### config.mk
export PLATFORM = sky130hd
export DESIGN_NAME = tneg_fifo
export DESIGN_NICKNAME = d
export VERILOG_FILES = /design/src/rtl/tneg_pkg.sv /design/src/rtl/tneg_fifo.sv
export SDC_FILE = /design/constraint.sdc
export NUM_CORES = 1
export LEC_CHECK = 0
export ABC_CLOCK_PERIOD_IN_PS = 6600
export BUFFER_PORTS_ARGS = -buffer_cell sky130_fd_sc_hd__buf_2
export CORE_ASPECT_RATIO = 1.25
export CORE_MARGIN = 3
export CORE_UTILIZATION = 45
export CTS_BUF_LIST = sky130_fd_sc_hd__clkbuf_2
export CTS_CLUSTER_SIZE = 12
export DETAILED_ROUTE_END_ITERATION = 7
export GPL_TIMING_DRIVEN = 0
export PLACE_DENSITY = 0.76
export RECOVER_POWER = 25
export SYNTH_ARGS = -nofsm -noshare
export SYNTH_HDL_FRONTEND = slang
export SYNTH_SLANG_ARGS = --single-unit
### constraint.sdc
create_clock -name clk -period 6.6 [get_ports clk]
set_input_delay 0.66 -clock clk [delete_from_list [all_inputs] [get_ports clk]]
set_output_delay 0.66 -clock clk [all_outputs]
set_load 0.05 [all_outputs]
### src/rtl/tneg_pkg.sv
`default_nettype none
package tneg_pkg;

  localparam int COORD_BITS  = 32;
  localparam int CW          = 32;
  localparam int LIM_W       = 31;
  localparam int NORM_W      = 16;
  localparam int A_W         = 24;
  localparam int SQRT_STEPS  = 32;
  localparam int SQRT_TOP    = 62;
  localparam int Q_W         = 32;
  localparam int DIV_STEPS   = 16;
  localparam int NUM_W       = 47;
  localparam int FIFO_DEPTH  = 4;
  localparam int FIFO_AW     = 2;

  localparam logic [LIM_W-1:0]  LIMIT_RESET = LIM_W'(32768);
  localparam logic [NORM_W-1:0] UNIT_Q14    = NORM_W'(16384);

  typedef struct packed {
    logic               reject;
    logic [2:0][CW-1:0] u;
    logic [2:0][CW-1:0] v;
  } work_t;

  function automatic logic [CW-1:0] sext_coord(input logic [CW-1:0] x);
    return CW'($signed(x << (CW - COORD_BITS)) >>> (CW - COORD_BITS));
  endfunction

endpackage
`default_nettype wire

### src/rtl/tneg_fifo.sv
`default_nettype none
module tneg_fifo import tneg_pkg::*; (
  input  logic  clk,
  input  logic  rst,
  input  logic  push,
  input  work_t din,
  output logic  full,
  input  logic  pop,
  output work_t dout,
  output logic  empty
);

  work_t              mem [FIFO_DEPTH];
  logic [FIFO_AW-1:0] wr_ptr, rd_ptr;
  logic [FIFO_AW:0]   count;

  assign full  = count == (FIFO_AW+1)'(FIFO_DEPTH);
  assign empty = count == '0;
  assign dout  = mem[rd_ptr];

  always_ff @(posedge clk) begin
    if (push) mem[wr_ptr] <= din;
  end

  always_ff @(posedge clk) begin
    if (rst) begin
      wr_ptr <= '0;
      rd_ptr <= '0;
      count  <= '0;
    end else begin
      if (push) wr_ptr <= wr_ptr + 1'b1;
      if (pop)  rd_ptr <= rd_ptr + 1'b1;
      count <= count + (FIFO_AW+1)'(push) - (FIFO_AW+1)'(pop);
    end
  end

endmodule
`default_nettype wire

# After elaboration in Yosys (flattened, before gate mapping)

Memories as Yosys holds them, arrays and structs flattened. A register that Yosys moved wholly into a read port is not among the register bits.
Index checks and enable logic that the tools add are counted.

Memories: 1
Bits in writable memories: 772
Bits of input ports: 197
Register bits after elaboration: 7
Logic and storage cells: 14

Equal/unequal tests: 1
Reductions and logical operators: 1
Mux-type cells: 4
Add/sub/neg operators: 4

Memories:

| memory | depth | width | read ports | clocked after Yosys merged registers in | wr ports | RTL line        | text |
|---|---|---|---|---|---|---|---|
| mem    | 4     | 193   | 1          | 1                                       | 1        | tneg_fifo.sv:13 | `work_t mem [FIFO_DEPTH];` |

Operator list:

| cell                  | count |
|---|---|
| $add A2 B1 Y2 const B | 2 |
| $mux W2               | 2 |
| $add A3 B1 Y3         | 1 |
| $eq A3 B3 Y1 const B  | 1 |
| $logic_not A3 Y1      | 1 |
| $sub A3 B1 Y3         | 1 |
| $mux W1               | 2 |

# Depth between registers and ports, before layout

Gate-level depths: netlist of the first run.

Depth after elaboration: 3
Gate-level depth with buffers: 7

# Worst setup path after synthesis of the first run

Ideal clock, no wire load.

Path type: input port to flip-flop
From: input port push
To: memory mem[0][0] in the netlist's numbering (enable)
Stages: 1
Buffers on the path: 0
Required time: 6024 ps
Arrival: 5042 ps
Setup slack: 982 ps
Path through: and2_1

Longest elaborated chain between the ends: 2

Ends and longest elaborated chain:

| item                          | RTL line        | text |
|---|---|---|
| start, declared               | tneg_fifo.sv:5  | `input logic push,` |
| $mux W1                       | tneg_fifo.sv:22 | `if (push) mem[wr_ptr] <= din;` |
| $mux W1 (implied by the code) | tneg_fifo.sv:22 |  |
| end, declared                 | tneg_fifo.sv:13 |  |

Every way passes these cells.

==> results of run 1 <==
-- state kept, by name, summed over array words and instances (netlist names), named ones only --
signal,cells
count,3
mem,772
rd_ptr,2
wr_ptr,2
-- routing by layer --
metal  wire (µm)  vias up  part of all wire, %  global-route usage (%)
met4        2320        4                  3.5                    9.33
met1       23500     7876                   36                    22.6
li1            -     6708                    -                       -
met5          19        -                0.029                       0
met3        4810      168                  7.3                    6.50
met2       34800      663                   53                    34.9
-- cell families (layout without fill, tap and decap cells) --
logic type      count (synthesis)  count (layout)  synth area share, %
flops                         781             781                 81.9
fa+ha+maj                       7               7                0.333
compound gates                  2               2               0.0526
other cells                     0               7                    0
mux                           194             194                 15.8
simple gates                   14              14                0.263
buf+inv                        49            1175                 1.48
xor+xnor                        3               3                0.145
-- cell usage after synthesis (4+ instances only) --
cell	number	area, µm²
and2_1	4	25.0
buf_1	4	15.0
buf_12	7	140
buf_2	18	90.1
buf_6	12	135
dfxtp_1	9	180
edfxtp_1	772	23200
ha_1	6	75.1
inv_1	6	22.5
mux4_1	42	1100
mux4_2	151	3400
nor2_1	5	18.8
-- worst max-delay path: stages (launching register included) --
cell	delay (ps)
dfxtp_1	490
buf_2	420
clkbuf_1	540
mux4_2	420
buf_2	230
-- path summary, 6_finish.rpt --
| kind | end | slack [ps] |
|---|---|---|
| worst max-delay path | dout[25] | 2570 |
| worst min-delay path | mem[0][191] | 290 |
| worst max register to register | mem[3][120] | 4240 |
| worst min register to register | wr_ptr[0] | 570 |
-- power by group through the flow --
stage	sequential, W	combinational [W]	clock [W]
2_1_floorplan	0.00588	0.00117	0
3_3_place_gp	0.00593	0.00159	0
3_5_place_dp	0.00586	0.00166	0
4_1_cts	0.00575	0.00185	0.00325
5_1_grt	0.00577	0.00193	0.00354
6_report	0.00575	0.00184	0.00315
-- per-stage QoR --
| stage | setup WS, ps | power, W | std cells | utilization (%) | area, µm² |
|---|---|---|---|---|---|
| 3_5_place_dp | 3840 | 0.00752 | 2289 | 51.2 | 32000 |
| 6_report | 2570 | 0.0107 | 3015 | 60.3 | 37600 |
| 5_1_grt | 2280 | 0.0112 | 3012 | 60.3 | 37600 |
| 4_1_cts | 2300 | 0.0108 | 3008 | 60.3 | 37600 |
| 2_1_floorplan | 982 | 0.00706 | 1050 | - | 28500 |
| 3_3_place_gp | -2840 | 0.00752 | 2273 | 50.5 | 31500 |
-- final cells by class --
cell class,instances,area (µm²)
multi-input combinational,220,4750
fill,4353,24800
sequential,781,23400
inverter,6,22.5
clock buffer,254,1270
timing repair buffer,798,6300
buffer,43,399
antenna,7,17.5
clock inverter,74,450
tap,832,1040
-- what timing repair did --
item | 4_1_cts | 5_1_grt
hold buffers | 391 | 0
endpoints found under the setup margin | 0 | 0
hold endpoints to repair | 882 | 0
==> results.tsv, run 1 <==
stage	metric	value	unit
worst_hold_path	hp-start	din[191]	
outcome	outcome	finished, final reports clean	
logic_synthesis	synth_nets	1254	
cts	worstSkewPairLatency	1260	ps
setup_path	crit_arrival	3370	ps
cts	numClockSinks	781	
job	drv_cap	0	
global_routing	antenna_found_initial	6	
cts	cts_made_buffers	182	
die	die_h	287	µm
setup_path	worst_r2r_path_depth	5	
die	die_width	231	µm
worst_hold_path	worstHoldPathCells	2	
timing	fmax	248	MHz
timing	rsz0062_at_grt	false	
setup_path	start_kind	flop	
logic_synthesis	ys_ff_latch	781	
layout	final_common_cell	edfxtp_1	
logic_synthesis	synth_cells	1050	
die	fp.dieArea	0.0665	mm²
drt	drc_errors	0	
global_routing	grt_pass1_wl	100	mm
layout	final_cell_mix	edfxtp_1, buf_2, dlygate4sd3_1	
setup_path	critPathRequiredTime	5940	ps
power_and_ir_drop	p_sw_share	29.4	%
logic_synthesis	synth_edf_count	772	
setup_path	path_class	flop to output port	
timing	final.setup.tns	0	ps
timing	finClkSkew	59.5	ps
timing	max_slew_margin	49.8	%
drt	routed_wl	65.5	mm
global_routing	grt-ovfl-total	0	
timing	fin_crit	4030	ps
logic_synthesis	syn_area	0.0285	mm²
setup_path	rr_startpoint	wr_ptr[0]	
drt	dr.pass1.iters	5	
die	pin_count	392	
die	fp-row-count	102	
cts	postCtsSetupRepairBufs	0	
timing	post-route-period-util	61.1	%
place	io_buffers	391	
layout	areaGrowthSynthToFinish	31.9	%
drt	wl_per_cell	21.7	µm
cts	cts-root-buf	clkbuf_2	
global_routing	grt_pass1_vias	17388	
logic_synthesis	synth.distinct_cells	24	
die	initial_utilization	45.7	%
timing	fin_hold_ws	289	ps
power_and_ir_drop	irDropWorstVdd	0.212	mV
die	coreArea	0.0624	mm²
power_and_ir_drop	intPower	0.00758	W
power_and_ir_drop	comb_power_share	17.1	%
setup_path	crit_path_end_kind	output port	
cts	clockBufferDepth	3	
worst_hold_path	hold_path.class	input port to flop	
cts	htreeDepth	4	
timing	hold_viol	0	
power_and_ir_drop	p_leak	13.4	nW
cts	clk_pin_slew	110	ps
timing	worst_pin_slew	754	ps
logic_synthesis	yosysWarnings	0	
place	gp_congestion	0.728	
drt	ant_nets	0	
global_routing	grt_max_degree	55	
power_and_ir_drop	pwr_density_cell	285	mW/mm²
power_and_ir_drop	p_seq_share	53.6	%
timing	finalSetupViolations	0	
global_routing	grt.total_usage	20.1	%
layout	drive_gt1_share	40.1	%
power_and_ir_drop	p_sw	0.00316	W
drt	dr_total_vias	15419	
place	post-dp-hpwl	37.5	mm
cts	cts_tree	built	
drt	drtIter0Drc	775	
layout	nets	2236	
logic_synthesis	ys_seq_area_share	81.9	%
power_and_ir_drop	clkPwrFrac	29.3	%
drt	viasPerCell	5.11	
cts	cts.repair.resized	0	
logic_synthesis	synth_ff_type	edfxtp_1	
logic_synthesis	avgSynthCellArea	27.2	µm²
logic_synthesis	async_reset_ff_share	0	%
setup_path	crit_fanout	10	
timing	slew_viol_final	0	
(Power assumes the default switching activity.)
==> inputs of run 2 (changes only) <==
- ABC_CLOCK_PERIOD_IN_PS: 6600 -> 3900
- clock period: 6.6 -> 3.9 ns (I/O delays scaled with it)
==> results.tsv, run 2 (synthesized netlist as in run 1, its figures left out) <==
stage	metric	value	unit	change
layout	fin_cells	3006		-0.30%
die	initial_utilization	45.7	%	unchanged
timing	max_slew_margin	38.9	%	-11 points
timing	rsz0062_at_grt	false		
setup_path	crit_fanout	10		unchanged
setup_path	cp_cell_sequence	buf_2 > clkbuf_2 > mux4_2 > buf_2		
cts	htreeDepth	4		unchanged
cts	cts-root-buf	clkbuf_2		
drt	dr_total_vias	15326		-0.60%
die	die_width	231	µm	unchanged
layout	areaGrowthSynthToFinish	31.4	%	
global_routing	antenna_found_initial	10		+4
place	placedCellCount	2285		-0.17%
setup_path	cpPeakStageDelay	500	ps	-40 ps
global_routing	grt_pass1_vias	16918		-2.7%
power_and_ir_drop	irDropWorstVdd	0.409	mV	+94%
cts	clk_pin_slew	110	ps	about the same
place	gp_congestion	0.737		+1.2%
layout	largest_reg_flops	772		unchanged
global_routing	grt-ovfl-total	0		unchanged
layout	nets	2231		-0.22%
place	post-dp-hpwl	37.6	mm	+0.36%
die	fp.dieArea	0.0665	mm²	unchanged
global_routing	grt_pass1_wl	100	mm	+0.32%
timing	final.setup.tns	0	ps	unchanged
layout	fillers	4302		-1.2%
drt	viasPerCell	5.10		-0.31%
drt	drtIter0Drc	974		+26%
drt	routed_wl	66.3	mm	+1.2%
power_and_ir_drop	p_leak	13.3	nW	-0.14%
cts	cts_made_buffers	179		-1.6%
timing	slew_viol_final	0		unchanged
timing	post-route-period-util	92.8	%	
outcome	outcome	finished, final reports clean		
drt	drc_errors	0		unchanged
timing	hold_viol	0		unchanged
timing	finClkSkew	71.1	ps	+11.6 ps
setup_path	crit_arrival	3230	ps	-140 ps
layout	reg_top3	mem: 772 flops, count: 3 flops		
setup_path	start_kind	flop		
timing	fin_crit	3620	ps	
cts	clockBufferDepth	3		unchanged
drt	ant_nets	0		unchanged
job	drv_cap	0		unchanged
cts	worstSkewPairLatency	1250	ps	about the same
layout	fin_area	0.0375	mm²	-0.35%
cts	cts_tree	built		
timing	worst_pin_slew	917	ps	+163 ps
drt	dr.pass1.iters	4		-1
timing	fmax	276	MHz	
die	fp-row-count	102		unchanged
setup_path	crit_path_end_kind	output port		
layout	drive_gt1_share	40.7	%	+0.65 points
die	pin_count	392		unchanged
layout	utilization	60.1	%	-0.21 points
worst_hold_path	hold_path.class	input port to flop		
die	die_h	287	µm	unchanged
place	dpl-instance-area	0.0319	mm²	-0.34%
cts	numClockSinks	781		unchanged
setup_path	path_class	flop to output port		
global_routing	grt_max_degree	59		+7.3%
setup_path	critPathRequiredTime	3510	ps	-2430 ps
place	io_buffers	391		unchanged
setup_path	crit_top_cell	buf_2		
layout	final_cell_mix	edfxtp_1, buf_2, dlygate4sd3_1		
layout	regMostFlops	mem		
power_and_ir_drop	pwr_density_cell	481	mW/mm²	+69%
die	coreArea	0.0624	mm²	unchanged
layout	final_common_cell	edfxtp_1		
timing	finalSetupViolations	0		unchanged
global_routing	grt.total_usage	20.2	%	+0.074 points
setup_path	crit_path_top_delay_cell	dfxtp_1		
drt	wl_per_cell	22.0	µm	+1.5%
-- run 2: cell types whose count changed in the layout (fill, tap and decap cells not counted), moves of 4 or more --
cell and delta:
clkbuf_1 -7, clkbuf_2 +12, clkinv_1 -16, buf_16 -4, buf_2 +8, diode_2 +6
-- run 2: metrics by stage --
| step | worst slack [ps] | total power (W) | hold WS [ps] |
|---|---|---|---|
| after floorplan | 552 | 0.0119 | 462 |
| after global placement | -1360 | 0.0127 | 514 |
| after detailed placement | 1160 | 0.0127 | 529 |
| after CTS | 40.8 | 0.0182 | 93.1 |
| after global routing | 10.6 | 0.0188 | 204 |
| final | 282 | 0.0180 | 368 |
-- run 2: path summary, 6_finish.rpt --
path              slack, ps  cells after the start       from           to
hold / removal          370                      6        pop     count[0]
hold reg to reg         520                      2  rd_ptr[1]         flop
setup reg to reg       1500                      4  wr_ptr[0]  mem[3][109]
setup / recovery        280                      4       flop     dout[20]
-- run 2: cell type report --
type | count | area [µm²] | share of cell area (%)
antenna | 13 | 32.5 | 0.0868
buffer | 43 | 405 | 1.08
clock buffer | 266 | 1330 | 3.55
clock inverter | 49 | 320 | 0.855
inverter | 6 | 22.5 | 0.0601
multi-input combinational | 220 | 4750 | 12.7
sequential | 781 | 23400 | 62.3
tap | 832 | 1040 | 2.78
timing repair buffer | 796 | 6220 | 16.6
-- run 2: critical path, delay by kind of cell, from the launching register on --
family	cells	cell delay [ps]
flops	1	500
buf+inv	3	1050
mux	1	410
-- run 2: repair_timing --
item,CTS,global route
buffers inserted,0,0
hold buffers,393,0
hold endpoints to repair,983,0
resized for setup,4,0
endpoints found under the setup margin,30,0
-- run 2: power by group --
part | switching, W | internal [W] | total [W]
sequential | 0.0000973 | 0.00964 | 0.00973
clock | 0.00311 | 0.00209 | 0.00520
combinational | 0.00201 | 0.00110 | 0.00311
-- run 2: metal layers --
metal,up-vias,track usage [%],share of wire [%],wire length (µm)
met5,-,0,0.017,11
met4,2,9.29,3.7,2480
met3,161,6.10,7.0,4670
met2,630,35.1,53,35200
met1,7817,22.9,36,23900
li1,6716,-,-,-
==> inputs of run 3 (changes only) <==
- ABC_CLOCK_PERIOD_IN_PS: 3900 -> 4350
- clock period: 3.9 -> 4.35 ns (I/O delays scaled with it)
==> results.tsv, run 3 (synthesized netlist as in run 1, its figures left out) <==
stage	metric	value	unit	change
timing	final.setup.tns	0	ps	unchanged
cts	htreeDepth	4		unchanged
drt	drtIter0Drc	977		+0.31%
layout	fillers	4302		unchanged
die	die_width	231	µm	unchanged
cts	clk_pin_slew	110	ps	about the same
timing	fin_hold_ws	413	ps	+44.8 ps
layout	areaGrowthSynthToFinish	31.4	%	about the same
die	fp-row-count	102		unchanged
outcome	outcome	finished, final reports clean		
cts	cts_made_buffers	179		unchanged
setup_path	rr_startpoint	wr_ptr[0]		
timing	fmax	250	MHz	
drt	dr.pass1.iters	5		+1
die	initial_utilization	45.7	%	unchanged
global_routing	grt_pass1_wl	100	mm	unchanged
setup_path	crit_fanout	10		unchanged
setup_path	cpPeakStageDelay	590	ps	+90 ps
timing	worst_pin_slew	909	ps	-7.69 ps
worst_hold_path	worstHoldPathCells	6		unchanged
power_and_ir_drop	pwr_density_cell	432	mW/mm²	-10%
drt	dr_total_vias	15334		+0.052%
layout	drive_gt1_share	40.6	%	-0.14 points
layout	reg_top3	mem: 772 flops, count: 3 flops		
place	gp_congestion	0.737		unchanged
setup_path	worst_r2r_path_depth	5		+1
cts	clockBufferDepth	3		unchanged
place	placedCellCount	2285		unchanged
global_routing	grt-ovfl-total	0		unchanged
worst_hold_path	hp-start	pop		
setup_path	path_class	flop to output port		
power_and_ir_drop	p_leak	13.3	nW	about the same
power_and_ir_drop	irDropWorstVdd	0.366	mV	-11%
die	die_h	287	µm	unchanged
timing	setup_ws	347	ps	+64.3 ps
setup_path	crit_path_end_kind	output port		
setup_path	rr_endpoint	mem[0][115]		
setup_path	start_kind	flop		
job	drv_cap	0		unchanged
cts	postCtsSetupRepairBufs	0		unchanged
global_routing	antenna_found_initial	10		unchanged
drt	wl_per_cell	22.0	µm	-0.10%
global_routing	grt.total_usage	20.2	%	unchanged
timing	post-route-period-util	92.0	%	
cts	cts_hold_buffers	393		unchanged
drt	viasPerCell	5.10		about the same
global_routing	grt_pass1_vias	16918		unchanged
setup_path	critPathRequiredTime	3910	ps	+400 ps
place	io_buffers	391		unchanged
timing	finClkSkew	65.3	ps	-5.81 ps
global_routing	grt_max_degree	59		unchanged
timing	finalSetupViolations	0		unchanged
die	pin_count	392		unchanged
setup_path	cp_cell_sequence	buf_2 > buf_1 > mux4_1 > buf_2		
place	pre_cts_ws	1560	ps	+405 ps
place	post-dp-hpwl	37.6	mm	unchanged
power_and_ir_drop	total_power	0.0162	W	-10%
drt	routed_wl	66.2	mm	-0.10%
die	coreArea	0.0624	mm²	unchanged
timing	fin_crit	4000	ps	
timing	hold_viol	0		unchanged
drt	drc_errors	0		unchanged
setup_path	crit_path_top_delay_cell	buf_1		
cts	numClockSinks	781		unchanged
setup_path	rrSetupSlack	1960	ps	+460 ps
setup_path	crit_top_cell	buf_2		
layout	fin_cells	3006		unchanged
cts	cts_tree	built		
layout	area.sequential	0.0234	mm²	unchanged
layout	final_cell_mix	edfxtp_1, buf_2, dlygate4sd3_1		
setup_path	crit_arrival	3570	ps	+340 ps
cts	cts-root-buf	clkbuf_2		
timing	max_slew_margin	39.4	%	+0.51 points
timing	slew_viol_final	0		unchanged
layout	largest_reg_flops	772		unchanged
layout	multi_input_area	0.00475	mm²	unchanged
cts	cts.repair.resized	0		-4
setup_path	crit_path_end	dout[125]		
layout	nets	2231		unchanged
die	fp.dieArea	0.0665	mm²	unchanged
worst_hold_path	hold_path.class	input port to flop		
layout	regMostFlops	mem		
layout	final_common_cell	edfxtp_1		
cts	worstSkewPairLatency	1240	ps	about the same
drt	ant_nets	0		unchanged
## run 3: stage by stage
stage	area, µm²	util [%]
detailed placement	31900	51.1
finish	37500	60.1
CTS	37400	60.0
global route	37500	60.0
global placement	31500	50.5
floorplan	28500	-
## run 3: worst max-delay path, delay by kind of cell (launching register included)
| family | cells | cell delay, ps |
|---|---|---|
| muxes | 1 | 540 |
| DFF | 1 | 500 |
| buffers and inverters | 3 | 1270 |
## run 3: how the worst min path moves through the flow
stage	endpoint	slack, ps
2_1_floorplan	flop	490
3_3_place_gp	flop	510
3_5_place_dp	flop	530
4_1_cts	count[0]	140
5_1_grt	count[0]	250
6_report	count[0]	410
## run 3: area by class of cell
type	instances	share of cell area, %
Clock buffer	266	3.55
Timing Repair Buffer	796	16.6
Tap cell	832	2.78
Sequential cell	781	62.3
Buffer	43	1.06
Clock inverter	49	0.855
Inverter	6	0.0601
Antenna cell	13	0.0868
Multi-Input combinational cell	220	12.7
## run 3: power by group
part / internal [W] / switching (W)
Sequential: 0.00864 / 0.0000872
Combinational: 0.000982 / 0.00181
Clock: 0.00187 / 0.00279
## run 3: routing by layer
layer  track usage (%)  share of wire [%]  routed length, µm  up-vias
li1                  -                  -                  -     6716
met1              22.9                 36              23900     7811
met2              35.1                 53              35100      642
met3              6.10                7.0               4650      163
met4              9.29                3.8               2540        2
met5                 0              0.020                 13        -
